[config.mk]
export PLATFORM = sky130hd
export DESIGN_NAME = page_table_fifo_lru_replacement
export DESIGN_NICKNAME = d
export VERILOG_FILES = /design/src/rtl/ptfl_pkg.sv /design/src/rtl/ptfl_time_mem.sv /design/src/rtl/page_table_fifo_lru_replacement.sv
export SDC_FILE = /design/constraint.sdc
export NUM_CORES = 1
export LEC_CHECK = 0
export ABC_AREA = 1
export BUFFER_PORTS_ARGS = -buffer_cell sky130_fd_sc_hd__buf_2
export CORE_AREA = 3 3 223 389
export DETAILED_ROUTE_END_ITERATION = 8
export DIE_AREA = 0 0 226 392
export GPL_TIMING_DRIVEN = 0
export HOLD_SLACK_MARGIN = 0.02
export MAX_ROUTING_LAYER = met4
export PLACE_DENSITY_LB_ADDON = 0.12
export SLEW_MARGIN = 20
export SYNTH_ARGS = -nofsm -noshare
export SYNTH_HDL_FRONTEND = slang
export SYNTH_SLANG_ARGS = --single-unit
[constraint.sdc]
create_clock -name i_clk -period 9.05 [get_ports i_clk]
set_input_delay 0 -clock i_clk [delete_from_list [all_inputs] [get_ports i_clk]]
set_output_delay 0 -clock i_clk [all_outputs]
set_load 0.02 [all_outputs]
[src/rtl/ptfl_pkg.sv]
// Shared types and constants for the page table with FIFO/LRU replacement.
package ptfl_pkg;

    localparam int NumPagesDef  = 16;
    localparam int NumFramesDef = 8;

    localparam int PageW  = 4;
    localparam int FrameW = 3;
    localparam int TimeW  = 32;
    localparam int CountW = 32;

    localparam logic ModeFifo = 1'b0;
    localparam logic ModeLru  = 1'b1;

    typedef struct packed {
        logic [PageW-1:0] page;
        logic             wr_access;
        logic [TimeW-1:0] timestamp;
    } t_in_word;

    typedef struct packed {
        logic              hit;
        logic [FrameW-1:0] frame;
        logic              evicted;
        logic [PageW-1:0]  victim_page;
        logic              write_back;
        logic [CountW-1:0] hit_total;
        logic [CountW-1:0] miss_total;
    } t_out_word;

endpackage

[src/rtl/ptfl_time_mem.sv]
// Per-page timestamp memory: one write port, one registered read port.
module ptfl_time_mem #(
    parameter int NumPages = ptfl_pkg::NumPagesDef
) (
    input  logic                        i_clk,
    input  logic                        i_we,
    input  logic [$clog2(NumPages)-1:0] i_waddr,
    input  logic [ptfl_pkg::TimeW-1:0]  i_wdata,
    input  logic [$clog2(NumPages)-1:0] i_raddr,
    output logic [ptfl_pkg::TimeW-1:0]  o_rdata
);

    logic [ptfl_pkg::TimeW-1:0] r_mem [NumPages];
    logic [ptfl_pkg::TimeW-1:0] r_rdata;

    always_ff @(posedge i_clk) begin
        if (i_we) begin
            r_mem[i_waddr] <= i_wdata;
        end
        r_rdata <= r_mem[i_raddr];
    end

    assign o_rdata = r_rdata;

endmodule

[src/rtl/page_table_fifo_lru_replacement.sv]
// Page table with FIFO or LRU replacement: control, tables and result register.
// A hit or a fault with a free frame passes from accept through S_LOOK, S_DONE, S_OUT.
// A fault in LRU mode with all frames used also scans the timestamp memory one page a
// cycle in S_SCAN before S_DONE; one word is in flight at a time, so no new word is
// taken until the FSM is back in S_IDLE, and a stalled result holds the next one back.
// Reset clears valid, dirty and frame-used bits, queue pointers and counters at
// once; there is no clearing pass. The mode register resets to FIFO.
module page_table_fifo_lru_replacement #(
    parameter int PAGE_COUNT = ptfl_pkg::NumPagesDef,
    parameter int NUM_FRAMES = ptfl_pkg::NumFramesDef
) (
    input  logic                i_clk,
    input  logic                i_rst_n,
    input  logic                i_cfg_we,
    input  logic                i_cfg_wdata,
    input  logic                i_valid,
    output logic                o_stall,
    input  ptfl_pkg::t_in_word  i_data,
    output logic                o_valid,
    input  logic                i_stall,
    output ptfl_pkg::t_out_word o_data
);

    localparam int PIdxW = (PAGE_COUNT > 1) ? $clog2(PAGE_COUNT) : 1;
    localparam int FIdxW = (NUM_FRAMES > 1) ? $clog2(NUM_FRAMES) : 1;
    localparam int PCntW = $clog2(PAGE_COUNT + 1);

    typedef enum logic [4:0] {
        S_IDLE = 5'b00001,
        S_LOOK = 5'b00010,
        S_SCAN = 5'b00100,
        S_DONE = 5'b01000,
        S_OUT  = 5'b10000
    } t_state;

    t_state r_state, n_state;

    logic                      r_mode;
    logic [PAGE_COUNT-1:0]     r_valid_pg;
    logic [PAGE_COUNT-1:0]     r_dirty_pg;
    logic [FIdxW-1:0]          r_frame_pg [PAGE_COUNT];
    logic [NUM_FRAMES-1:0]     r_used;
    logic [PIdxW-1:0]          r_queue [NUM_FRAMES];
    logic [FIdxW-1:0]          r_head, r_tail;
    logic [ptfl_pkg::CountW-1:0] r_hits, r_misses;

    ptfl_pkg::t_in_word        r_in;
    ptfl_pkg::t_out_word       r_out;
    ptfl_pkg::t_out_word       n_out;
    logic                      r_out_valid;

    logic [PCntW-1:0]          r_scan;
    logic [PIdxW-1:0]          r_best;
    logic [ptfl_pkg::TimeW-1:0] r_best_time;
    logic                      r_found;

    // Timestamp memory.
    logic                      tm_we;
    logic [PIdxW-1:0]          tm_waddr, tm_raddr;
    logic [ptfl_pkg::TimeW-1:0] tm_wdata, tm_rdata;

    ptfl_time_mem #(.NumPages(PAGE_COUNT)) u_time (
        .i_clk  (i_clk),
        .i_we   (tm_we),
        .i_waddr(tm_waddr),
        .i_wdata(tm_wdata),
        .i_raddr(tm_raddr),
        .o_rdata(tm_rdata)
    );

    logic               in_range;
    logic [PIdxW-1:0]   pg;
    logic               have_free;
    logic [FIdxW-1:0]   free_idx;
    logic [PIdxW-1:0]   scan_pg;
    logic [PIdxW-1:0]   prev_pg;
    logic               take_prev;
    logic [PIdxW-1:0]   victim;
    logic [FIdxW-1:0]   slot;
    logic [FIdxW-1:0]   head_nx;
    logic               out_free;

    assign pg       = r_in.page[PIdxW-1:0];
    assign in_range = ({28'd0, r_in.page} < 32'(PAGE_COUNT));
    assign scan_pg  = r_scan[PIdxW-1:0];
    assign prev_pg  = PIdxW'(r_scan - PCntW'(1));
    assign head_nx  = (r_head == FIdxW'(NUM_FRAMES - 1)) ? '0 : r_head + FIdxW'(1);
    assign out_free = !r_out_valid || !i_stall;

    always_comb begin
        have_free = 1'b0;
        free_idx  = '0;
        for (int f = NUM_FRAMES - 1; f >= 0; f--) begin
            if (!r_used[f]) begin
                have_free = 1'b1;
                free_idx  = FIdxW'(f);
            end
        end
    end

    // Data read last cycle belongs to page r_scan-1.
    assign take_prev = (r_scan != '0) && r_valid_pg[prev_pg] &&
                       (!r_found || tm_rdata < r_best_time);

    assign victim = (r_mode == ptfl_pkg::ModeLru) ? r_best : r_queue[r_head];

    always_comb begin
        slot = r_head;
        if (r_mode == ptfl_pkg::ModeLru) begin
            for (int s = NUM_FRAMES - 1; s >= 0; s--) begin
                if (r_queue[s] == victim) begin
                    slot = FIdxW'(s);
                end
            end
        end
    end

    assign tm_raddr = (r_state == S_SCAN) ? scan_pg : pg;

    always_comb begin
        n_state = r_state;
        unique case (r_state)
            S_IDLE: if (i_valid) n_state = S_LOOK;
            S_LOOK: begin
                if (in_range && !r_valid_pg[pg] && !have_free &&
                    r_mode == ptfl_pkg::ModeLru) begin
                    n_state = S_SCAN;
                end else begin
                    n_state = S_DONE;
                end
            end
            S_SCAN: if (r_scan == PCntW'(PAGE_COUNT)) n_state = S_DONE;
            S_DONE: if (out_free) n_state = S_OUT;
            S_OUT:  n_state = S_IDLE;
            default: n_state = S_IDLE;
        endcase
    end

    assign o_stall = (r_state != S_IDLE);
    assign o_valid = r_out_valid;
    assign o_data  = r_out;

    always_comb begin
        tm_we    = 1'b0;
        tm_waddr = pg;
        tm_wdata = r_in.timestamp;
        if (r_state == S_DONE && in_range) begin
            tm_we = 1'b1;
        end
    end

    // Result word for the access held in r_in.
    always_comb begin
        n_out            = '0;
        n_out.hit_total  = r_hits;
        n_out.miss_total = r_misses;
        if (in_range) begin
            if (r_valid_pg[pg]) begin
                n_out.hit       = 1'b1;
                n_out.hit_total = r_hits + ptfl_pkg::CountW'(1);
                n_out.frame     = ptfl_pkg::FrameW'(r_frame_pg[pg]);
            end else begin
                n_out.miss_total = r_misses + ptfl_pkg::CountW'(1);
                if (have_free) begin
                    n_out.frame = ptfl_pkg::FrameW'(free_idx);
                end else begin
                    n_out.evicted     = 1'b1;
                    n_out.victim_page = ptfl_pkg::PageW'(victim);
                    n_out.write_back  = r_dirty_pg[victim];
                    n_out.frame       = ptfl_pkg::FrameW'(r_frame_pg[victim]);
                end
            end
        end
    end

    always_ff @(posedge i_clk) begin
        if (!i_rst_n) begin
            r_state     <= S_IDLE;
            r_mode      <= ptfl_pkg::ModeFifo;
            r_valid_pg  <= '0;
            r_dirty_pg  <= '0;
            r_used      <= '0;
            r_head      <= '0;
            r_tail      <= '0;
            r_hits      <= '0;
            r_misses    <= '0;
            r_out_valid <= 1'b0;
            r_scan      <= '0;
            r_found     <= 1'b0;
        end else begin
            r_state <= n_state;
            if (i_cfg_we) begin
                r_mode <= i_cfg_wdata;
            end
            if (r_state == S_OUT) begin
                r_out_valid <= 1'b1;
            end else if (r_out_valid && !i_stall) begin
                r_out_valid <= 1'b0;
            end
            unique case (r_state)
                S_IDLE: begin
                    r_scan  <= '0;
                    r_found <= 1'b0;
                end
                S_LOOK: ;
                S_SCAN: begin
                    r_scan <= r_scan + PCntW'(1);
                    if (take_prev) begin
                        r_found <= 1'b1;
                    end
                end
                S_DONE: begin
                    // The tables change only once the previous word has left.
                    if (out_free) begin
                        r_out    <= n_out;
                        r_hits   <= n_out.hit_total;
                        r_misses <= n_out.miss_total;
                        if (in_range) begin
                            if (r_valid_pg[pg]) begin
                                if (r_in.wr_access) r_dirty_pg[pg] <= 1'b1;
                            end else begin
                                r_valid_pg[pg] <= 1'b1;
                                r_dirty_pg[pg] <= r_in.wr_access;
                                if (have_free) begin
                                    r_used[free_idx] <= 1'b1;
                                    r_frame_pg[pg]   <= free_idx;
                                    r_queue[r_tail]  <= pg;
                                    r_tail <= (r_tail == FIdxW'(NUM_FRAMES - 1)) ?
                                              '0 : r_tail + FIdxW'(1);
                                end else begin
                                    r_frame_pg[pg] <= r_frame_pg[victim];
                                    r_queue[slot]  <= pg;
                                    if (victim != pg) begin
                                        r_valid_pg[victim] <= 1'b0;
                                        r_dirty_pg[victim] <= 1'b0;
                                    end
                                    if (r_mode == ptfl_pkg::ModeFifo) begin
                                        r_head <= head_nx;
                                        r_tail <= head_nx;
                                    end
                                end
                            end
                        end
                    end
                end
                S_OUT: ;
                default: ;
            endcase
        end
    end

    // Payload registers without reset.
    always_ff @(posedge i_clk) begin
        if (r_state == S_IDLE && i_valid) begin
            r_in <= i_data;
        end
        if (r_state == S_SCAN && take_prev) begin
            r_best      <= prev_pg;
            r_best_time <= tm_rdata;
        end
    end

    // Final result word is registered in S_DONE and released in S_OUT.
    assert property (@(posedge i_clk) disable iff (!i_rst_n)
        (r_state == S_DONE && out_free) |=> (r_state == S_OUT))
        else $error("done not followed by output");
    assert property (@(posedge i_clk) disable iff (!i_rst_n)
        $onehot(r_state))
        else $error("state not one-hot");
    assert property (@(posedge i_clk) disable iff (!i_rst_n)
        (r_state == S_DONE && !r_valid_pg[pg] && in_range && !have_free)
        |-> r_valid_pg[victim] || r_mode == ptfl_pkg::ModeFifo)
        else $error("LRU victim not resident");
    assert property (@(posedge i_clk) disable iff (!i_rst_n)
        (r_state == S_SCAN) |-> (r_scan <= PCntW'(PAGE_COUNT)))
        else $error("scan overrun");

endmodule
==> impl_metrics.tcl, run 1 <==
set metrics [dict create \
    status "complete, no violations" \
    setup_violations 0 \
    portBuffers 118 \
    antenna_found_initial 0 \
    final_common_cell "edfxtp_1" \
    worstSetupEndpointType "flip-flop" \
    drt_iter0_markers 2436 \
    reg2regPathDepth 13 \
    grt_overflow 0 \
    whs_path_depth 2 \
    powerDensity_mw_per_mm2 202 \
    globalplace.congestion 0.915 \
    synth_top_family_by_area "compound AO/OA/AOI/OAI gates" \
    worst-setup-path-type "reg -> reg" \
    min_period_ps 4310 \
    slew_headroom 0.214 \
    drtPass1Iterations 5 \
    max_freq_mhz 232 \
    postCtsResizedCells 0 \
    finalHoldViolCount 0 \
    p_leak_nw 16.2 \
    synth_xor_area_frac 0.0180 \
    drive_gt1_frac 0.111 \
    clock_sinks 901 \
    ys_warn_count 0 \
    totalNegativeSetupSlack_ps 0 \
    crit_arrival_ps 4610 \
    ir_worst_vdd_mv 0.182 \
    finalCritPeriodShare 0.476 \
    ys_ff_latch 901 \
    num_vias 27400 \
    yosysSeqAreaShare 0.675 \
    synthAdderAreaFrac 0.0133 \
    cts-htree-levels 3 \
    routed_wl_um 122000 \
    io_pins 119 \
    hold_path.class "in -> reg" \
    synth_cells 3309 \
    total_power_mw 8.94 \
    grt_first_pass_wirelength_um 176000 \
    dieArea_mm2 0.0886 \
    nets 3708 \
    synth.avg_cell_area_um2 11.4 \
    grt_max_degree 30 \
    core_area_mm2 0.0842 \
    worstPathMaxFanout 29 \
    rsz0062_at_grt "false" \
    track_usage 0.282 \
    post_cts_buffers 0 \
    final_cell_mix "edfxtp_1 (739), o21ai_0 (401), nor2_1 (379)" \
    synth_cell_type_count 57 \
    multi_input_area_mm2 0.0104 \
    viasPerCell 5.76 \
    ant_nets 0 \
    maxCapViolations 0 \
    hold_buffers 73 \
    synth_nets 3392 \
    synth.area.mux_share 0.00348 \
    cts-root-buf "clkbuf_16" \
    start_util 0.448 \
    grt_pass1_vias 27900 \
    clk_latency_ps 700 \
    clk_path_buf_depth 3 \
    synth_area_mm2 0.0377 \
    cts-buffers-inserted 84 \
    final.setup_skew_ps 27.4 \
    fp-row-count 141 \
    cts.clk_slew.worst_paths_ps 60 \
    hpwl_um 86900 \
    tightest_slew_ps 1180 \
    fp.dieW_um 226 \
    wire_per_inst_um 25.5 \
    seqCellArea_mm2 0.0254 \
    fillers 7238 \
    dieHeight_um 392 \
    synth_compound_area_frac 0.131 \
    cts_tree "done" \
    slew_viol_final 0 \
    area_growth_pct 17.6 \
    drc 0 \
    synth-simple-area-share 0.105 \
    cp.required_ps 9360 \
    cp-start-kind "flip-flop" \
]
worst max-delay path, stage by stage (launching register included):
cell and delay (ps):
dfxtp_1 340, nor2_2 160, nand4_2 520, inv_1 240, nand2_1 140, buf_2 280, nor2_4 490, buf_12 260
nand2_1 360, a21oi_1 290, nand2_2 90, nand2_2 70, nand2_1 80, a21oi_1 550
worst paths after layout:
path | from | to | slack, ps
max reg2reg | r_state[1] | r_queue[4][1] | 4740
min | i_data[31] | tm_wdata[31] | 80
min reg2reg | u_time.o_rdata[10] | r_best_time[10] | 430
max | r_state[1] | r_queue[4][1] | 4740
cell type report:
cell class | instances | area share
Sequential cell | 901 | 0.574
Multi-Input combinational cell | 1901 | 0.234
Inverter | 346 | 0.0294
Antenna cell | 1 | 0.0000564
Tap cell | 1072 | 0.0303
Buffer | 161 | 0.0166
Clock inverter | 49 | 0.0123
Clock buffer | 107 | 0.0520
Timing Repair Buffer | 230 | 0.0515
registers in the layout (all words and copies together), names as in the netlist, 3 cells and up, named ones only:
register,cells
o_data,74
pg,4
r_best,4
r_best_time,32
r_dirty_pg,16
r_frame_pg,48
r_head,3
r_hits,32
r_misses,32
r_queue,32
r_scan,5
r_state,5
r_tail,3
r_used,8
r_valid_pg,16
tm_wdata,32
u_time.o_rdata,32
u_time.r_mem,512
metrics by stage:
step | hold slack [ps] | instances | worst slack (ps) | instance area (um^2) | utilization
floorplan | 98.9 | 3309 | 2990 | 37700 | -
global placement | 177 | 4499 | -784 | 39600 | 0.471
detailed placement | 178 | 4538 | 4760 | 40700 | 0.484
CTS | 34.5 | 4767 | 4730 | 44300 | 0.527
global route | 65.3 | 4767 | 4550 | 44300 | 0.527
finish | 79.7 | 4768 | 4740 | 44300 | 0.527
synthesized netlist by cell type (all sizes together):
| library cell | number | area (um^2) |
|---|---|---|
| nor2 | 413 | 1610 |
| xor2 | 73 | 662 |
| nand4 | 26 | 184 |
| nand3b | 1 | 7.51 |
| a21oi | 122 | 614 |
| a211oi | 7 | 52.6 |
| edfxtp | 739 | 22200 |
| clkbuf | 121 | 459 |
| mux2i | 12 | 120 |
| a22oi | 30 | 225 |
| o21a | 4 | 30.0 |
| a41oi | 1 | 8.76 |
| and2 | 1 | 6.26 |
| o2111ai | 7 | 61.3 |
| nor3 | 30 | 196 |
| o221ai | 70 | 613 |
| nor4 | 13 | 103 |
| o21bai | 21 | 158 |
| o21ai | 417 | 2090 |
| o211ai | 72 | 541 |
| a31oi | 2 | 12.5 |
| buf | 40 | 275 |
| nand3 | 83 | 445 |
| nand2 | 367 | 1410 |
| dfxtp | 162 | 3240 |
| o31ai | 4 | 30.0 |
| mux2 | 1 | 11.3 |
| inv | 345 | 1300 |
| ha | 40 | 500 |
| clkinv | 1 | 3.75 |
| o22ai | 79 | 494 |
| xnor2 | 2 | 17.5 |
| nor3b | 1 | 7.51 |
| o21ba | 2 | 20.0 |
cells by family (layout without fill, tap and decap cells):
family                   count (synthesis)  after routing
flip-flops                             901            901
buffers and inverters                  507            893
adder cells (fa/ha/maj)                 40             40
multiplexers                            13             13
other                                    0              1
AO/OA/AOI/OAI                          838            838
XOR/XNOR                                75             75
AND/OR/NAND/NOR                        935            935
metal layers:
| layer | share of wire | GRT usage | vias up |
|---|---|---|---|
| li1 | - | - | 12400 |
| met1 | 0.34 | 0.285 | 13300 |
| met2 | 0.53 | 0.504 | 1246 |
| met3 | 0.055 | 0.0359 | 461 |
| met4 | 0.074 | 0.191 | 0 |
| met5 | 0 | - | - |
power breakdown:
group          total (mW)  internal (mW)  leakage, nW  switching [mW]
Sequential           4.61           4.54         8.14          0.0750
Combinational       0.626          0.176         6.69           0.450
Clock                3.70           2.08         1.38            1.62
Total                8.94           6.80         16.2            2.14
Power figures use the tool's default switching activity.
==> run 2, diff against run 1 <==
==> constraint.sdc (replaced) <==
create_clock -name i_clk -period 4.51 [get_ports i_clk]
set_input_delay 0 -clock i_clk [delete_from_list [all_inputs] [get_ports i_clk]]
set_output_delay 0 -clock i_clk [all_outputs]
set_load 0.02 [all_outputs]
==> run 2 against run 1 <==
Compared with the run above: critical path depth unchanged; power up 97%; flip-flop and latch count stayed put; via count hardly changed; first-iteration DRC count rose by 6.3%; critical path type unchanged; highest routed layer unchanged.
==> impl_metrics.tcl, run 2 (same netlist as run 1, synthesis figures left out) <==
set metrics [dict create \
    grt_first_pass_wirelength_um 176000 \
    antenna_found_initial 0 \
    final_cell_mix "edfxtp_1 (739), o21ai_0 (401), nor2_1 (379)" \
    min_period_ps 4110 \
    maxCapViolations 0 \
    cp-start-kind "flip-flop" \
    drive_gt1_frac 0.110 \
    dieHeight_um 392 \
    fp.dieW_um 226 \
    io_pins 119 \
    status "complete, no violations" \
    portBuffers 118 \
    finalHoldViolCount 0 \
    p_sw_frac 0.243 \
    worstSetupEndpointType "flip-flop" \
    crit_chain "nor2_2 > nand4_2 > inv_1 > nand2_1 > buf_2 > nor2_4 > buf_12 > nand2_1 > a21oi_1 > nand2_2 > nand2_2 > nand3_1 > a21oi_1" \
    cts-root-buf "clkbuf_16" \
    route.met2.wl_um 65000 \
    drtPass1Iterations 6 \
    cts_tree "done" \
    cp.required_ps 4810 \
    route.met3.wl_um 6940 \
    largest_register "u_time.r_mem" \
    viasPerCell 5.75 \
    largest_reg_flops 512 \
    antenna_cells 0 \
    dp_cells 4539 \
    total_power_mw 17.6 \
    ant_nets 0 \
    dp_slack_ps 387 \
    powerDensity_mw_per_mm2 399 \
    fp-row-count 141 \
    postCtsResizedCells 0 \
    p_leak_nw 16.2 \
    post_cts_buffers 0 \
    fin_ws_ps 397 \
    worst-setup-path-type "reg -> reg" \
    ir_worst_vdd_mv 0.354 \
    p_switching_mw 4.27 \
    start_util 0.448 \
    slew_viol_final 0 \
    cts.clk_slew.worst_paths_ps 70 \
    final_common_cell "edfxtp_1" \
    cts-htree-levels 3 \
    combPwrFrac 0.071 \
    tightest_slew_ps 1200 \
    cts-buffers-inserted 85 \
    finalCritPeriodShare 0.912 \
    clock_sinks 901 \
    worstPathMaxFanout 30 \
    setup_violations 0 \
    top_layer "met4" \
    p_int_mw 13.3 \
    final_util 0.525 \
    clk_latency_ps 690 \
    worst_path_max_delay_cell "nand4_2" \
    grt_overflow 0 \
    max_freq_mhz 243 \
    stdcell_count 4767 \
    pwr-share-seq 0.526 \
    crit_arrival_ps 4410 \
    nets 3709 \
    routed_wl_um 122000 \
    hpwl_um 87000 \
    drc 0 \
    wire_per_inst_um 25.6 \
    rsz0062_at_grt "false" \
    dieArea_mm2 0.0886 \
    hold_buffers 72 \
    m1WireLength_um 41600 \
    drt_iter0_markers 2589 \
    slowest_delay_ps 520 \
    core_area_mm2 0.0842 \
    slew_headroom 0.202 \
    final.setup_skew_ps 30.2 \
    clkPwrFrac 0.403 \
    num_vias 27400 \
    track_usage 0.281 \
    area_growth_pct 17.1 \
    fin_area_mm2 0.0442 \
    grt_pass1_vias 27700 \
    globalplace.congestion 0.936 \
    clk_path_buf_depth 3 \
    grt_max_degree 31 \
    placed_area_mm2 0.0408 \
    hold_path.class "in -> reg" \
]
-- run 2: power by group through the flow --
stage	sequential [mW]	clock (mW)	combinational, mW
after global placement	9.43	0	1.16
after global routing	9.27	7.49	1.34
after floorplan	9.37	0	0.659
after CTS	9.26	7.18	1.24
after detailed placement	9.44	0	1.19
final	9.26	7.09	1.26
-- run 2: layout make-up --
class / count / area [um^2]
tap: 1072 / 1340
clock buffer: 112 / 2300
sequential: 901 / 25400
clock inverter: 44 / 389
multi-input combinational: 1901 / 10400
buffer: 161 / 739
inverter: 346 / 1300
timing repair buffer: 230 / 2280
fill: 7176 / 40000
-- run 2: stage by stage --
stage                     setup TNS (ps)  hold WS (ps)
after floorplan                        0          98.9
after global placement           -666280           176
after global routing                   0          59.5
after detailed placement               0           178
after CTS                              0          23.4
final                                  0          57.5
-- run 2: worst paths after layout --
kind                          start              to  slack (ps)  depth (start not counted)
setup / recovery         r_state[0]   r_queue[0][1]         400                         13
setup reg to reg         r_state[0]   r_queue[0][1]         400                         13
hold reg to reg   u_time.o_rdata[4]  r_best_time[4]         430                          0
hold / removal            i_data[2]     tm_wdata[2]          60                          2
-- run 2: metal layers --
| layer | track usage | vias to the layer above |
|---|---|---|
| met2 | 0.512 | 1274 |
| met1 | 0.283 | 13300 |
| met5 | - | - |
| met4 | 0.177 | 0 |
| li1 | - | 12400 |
| met3 | 0.0329 | 419 |
-- run 2: worst max-delay path: cells and delay by family (launching register included) --
kind                   cells  cell delay, ps
AOI/OAI and AO/OA          2             730
buffers and inverters      3             770
DFF                        1             320
and+or+nand+nor            8            1880
==> run 3, diff against run 2 <==
--- a/config.mk
+++ b/config.mk
@@ -14,7 +14,8 @@
 export HOLD_SLACK_MARGIN = 0.02
 export MAX_ROUTING_LAYER = met4
 export PLACE_DENSITY_LB_ADDON = 0.12
-export SLEW_MARGIN = 20
+export RECOVER_POWER = 100
+export SLEW_MARGIN = 40
 export SYNTH_ARGS = -nofsm -noshare
 export SYNTH_HDL_FRONTEND = slang
 export SYNTH_SLANG_ARGS = --single-unit
==> run 3 against run 2 <==
Compared with the run above: the run now ends with capacitance limit, slew limit left; first-iteration DRC count is 0.39% lower; power up 3.1%; non-clock buffer count is 15 higher; global-route usage up 0.10 points; critical path type unchanged; critical endpoint is now u_time.r_mem[10][22]; largest power group unchanged; highest routed layer unchanged.
==> impl_metrics.tcl, run 3 (same netlist as run 1, synthesis figures left out) <==
set metrics [dict create \
    startpoint "pg[3]" \
    final_common_cell "edfxtp_1" \
    dieHeight_um 392 \
    crit_end "u_time.r_mem[10][22]" \
    fp-row-count 141 \
    globalplace.congestion 0.936 \
    cts-htree-levels 3 \
    r2r_slack_ps 120 \
    stdcell_count 4780 \
    hpwl_um 87900 \
    slew_headroom -0.0103 \
    setup_violations 0 \
    fp.dieW_um 226 \
    antenna_cells 0 \
    p_leak_nw 15.8 \
    maxCapViolations 1 \
    num_vias 27400 \
    cp-start-kind "flip-flop" \
    core_area_mm2 0.0842 \
    final_util 0.517 \
    drive_gt1_frac 0.0720 \
    worstPathMaxFanout 10 \
    worst-setup-path-type "reg -> reg" \
    cts-buffers-inserted 83 \
    cts.clk_slew.worst_paths_ps 70 \
    max_freq_mhz 228 \
    drt_iter0_markers 2579 \
    clk_path_buf_depth 3 \
    hold_ws_ps 55.2 \
    reg2regPathDepth 9 \
    powerDensity_mw_per_mm2 417 \
    status "finished with violations" \
    worstSetupEndpointType "flip-flop" \
    crit_arrival_ps 4690 \
    largest_reg_flops 512 \
    start_util 0.448 \
    final_cell_mix "edfxtp_1 (739), o21ai_0 (411), nor2_1 (406)" \
    multi_input_area_mm2 0.0101 \
    io_pins 119 \
    area_growth_pct 15.4 \
    cts-root-buf "clkbuf_16" \
    dp_cells 4556 \
    rsz0062_at_grt "false" \
    tightest_slew_ps 1510 \
    slowest_delay_ps 820 \
    dieArea_mm2 0.0886 \
    ant_nets 0 \
    drc 0 \
    largest_register "u_time.r_mem" \
    drtPass1Iterations 7 \
    slew_viol_final 11 \
    hold_path.class "in -> reg" \
    final.setup_skew_ps 23.3 \
    track_usage 0.282 \
    r2r-end "u_time.r_mem[10][22]" \
    seqCellArea_mm2 0.0254 \
    reg2reg_from "pg[3]" \
    routed_wl_um 122000 \
    finalCritPeriodShare 0.973 \
    wire_per_inst_um 25.5 \
    worst_path_max_delay_cell "clkbuf_1" \
    postCtsResizedCells 0 \
    cp.required_ps 4810 \
    grt_first_pass_wirelength_um 176000 \
    finalHoldViolCount 0 \
    cts_tree "done" \
    violations "capacitance limit, slew limit" \
    min_period_ps 4390 \
    totalNegativeSetupSlack_ps 0 \
    crit_chain "clkbuf_1 > inv_1 > nor2_1 > inv_1 > nor2_1 > inv_1 > nor2_1 > clkbuf_1 > dlymetal6s2s_1" \
    fillers 7388 \
    antenna_found_initial 0 \
    total_power_mw 18.1 \
    clock_sinks 901 \
    grt_overflow 0 \
    nets 3722 \
    grt_max_degree 35 \
    ir_worst_vdd_mv 0.401 \
    portBuffers 118 \
    viasPerCell 5.74 \
    clk_latency_ps 680 \
    grt_pass1_vias 27800 \
]
[run 3: changes by cell type in the layout (fill, tap and decap cells not counted), sizes merged]
cell,change
inv,-2
clkbuf,+130
dlymetal6s2s,+4
bufinv,+10
dlygate4sd3,-2
clkinvlp,+3
clkinv,-9
buf,-121
[run 3: worst min path at each step]
stage | startpoint | end | cells past startpoint
after floorplan | i_data[33] | pg[0] | 0
after global placement | i_data[22] | tm_wdata[22] | 1
after detailed placement | i_data[12] | tm_wdata[12] | 1
after CTS | i_data[8] | tm_wdata[8] | 2
after global routing | i_data[2] | tm_wdata[2] | 2
final | i_data[8] | tm_wdata[8] | 2
[run 3: final cells by class]
cell class / instances / share of cell area
clock inverter: 46 / 0.0143
inverter: 346 / 0.0299
sequential: 901 / 0.585
clock buffer: 108 / 0.0530
tap: 1072 / 0.0308
multi-input combinational: 1901 / 0.233
timing repair buffer: 245 / 0.0372
buffer: 161 / 0.0172
[run 3: power breakdown]
group	total (mW)	switching [mW]	internal, mW
combinational	1.24	0.893	0.345
clock	7.65	3.21	4.44
sequential	9.26	0.149	9.11
[run 3: metrics by stage]
step / area, um^2 / setup WS [ps]
6_report: 43500 / 120
5_1_grt: 43500 / 70.3
4_1_cts: 44700 / 319
3_5_place_dp: 41100 / 346
3_3_place_gp: 39600 / -2760
2_1_floorplan: 37700 / 877
[run 3: repair_timing]
item / in CTS / in global routing
hold buffers: 70 / 0
hold endpoints to repair: 60 / 0
setup buffers: 0 / 0
[run 3: layer usage]
| metal | global-route usage | routed length [um] | up-vias |
|---|---|---|---|
| met2 | 0.506 | 64100 | 1222 |
| li1 | - | - | 12400 |
| met3 | 0.0373 | 7020 | 455 |
| met1 | 0.285 | 41500 | 13300 |
| met4 | 0.187 | 9400 | 0 |
| met5 | - | 0 | - |
[run 3: worst max-delay path: cells and delay by family, from the launching register on]
| kind | cells | cell delay, ps |
|---|---|---|
| and+or+nand+nor | 3 | 1080 |
| DFF | 1 | 640 |
| buffers and inverters | 6 | 2270 |
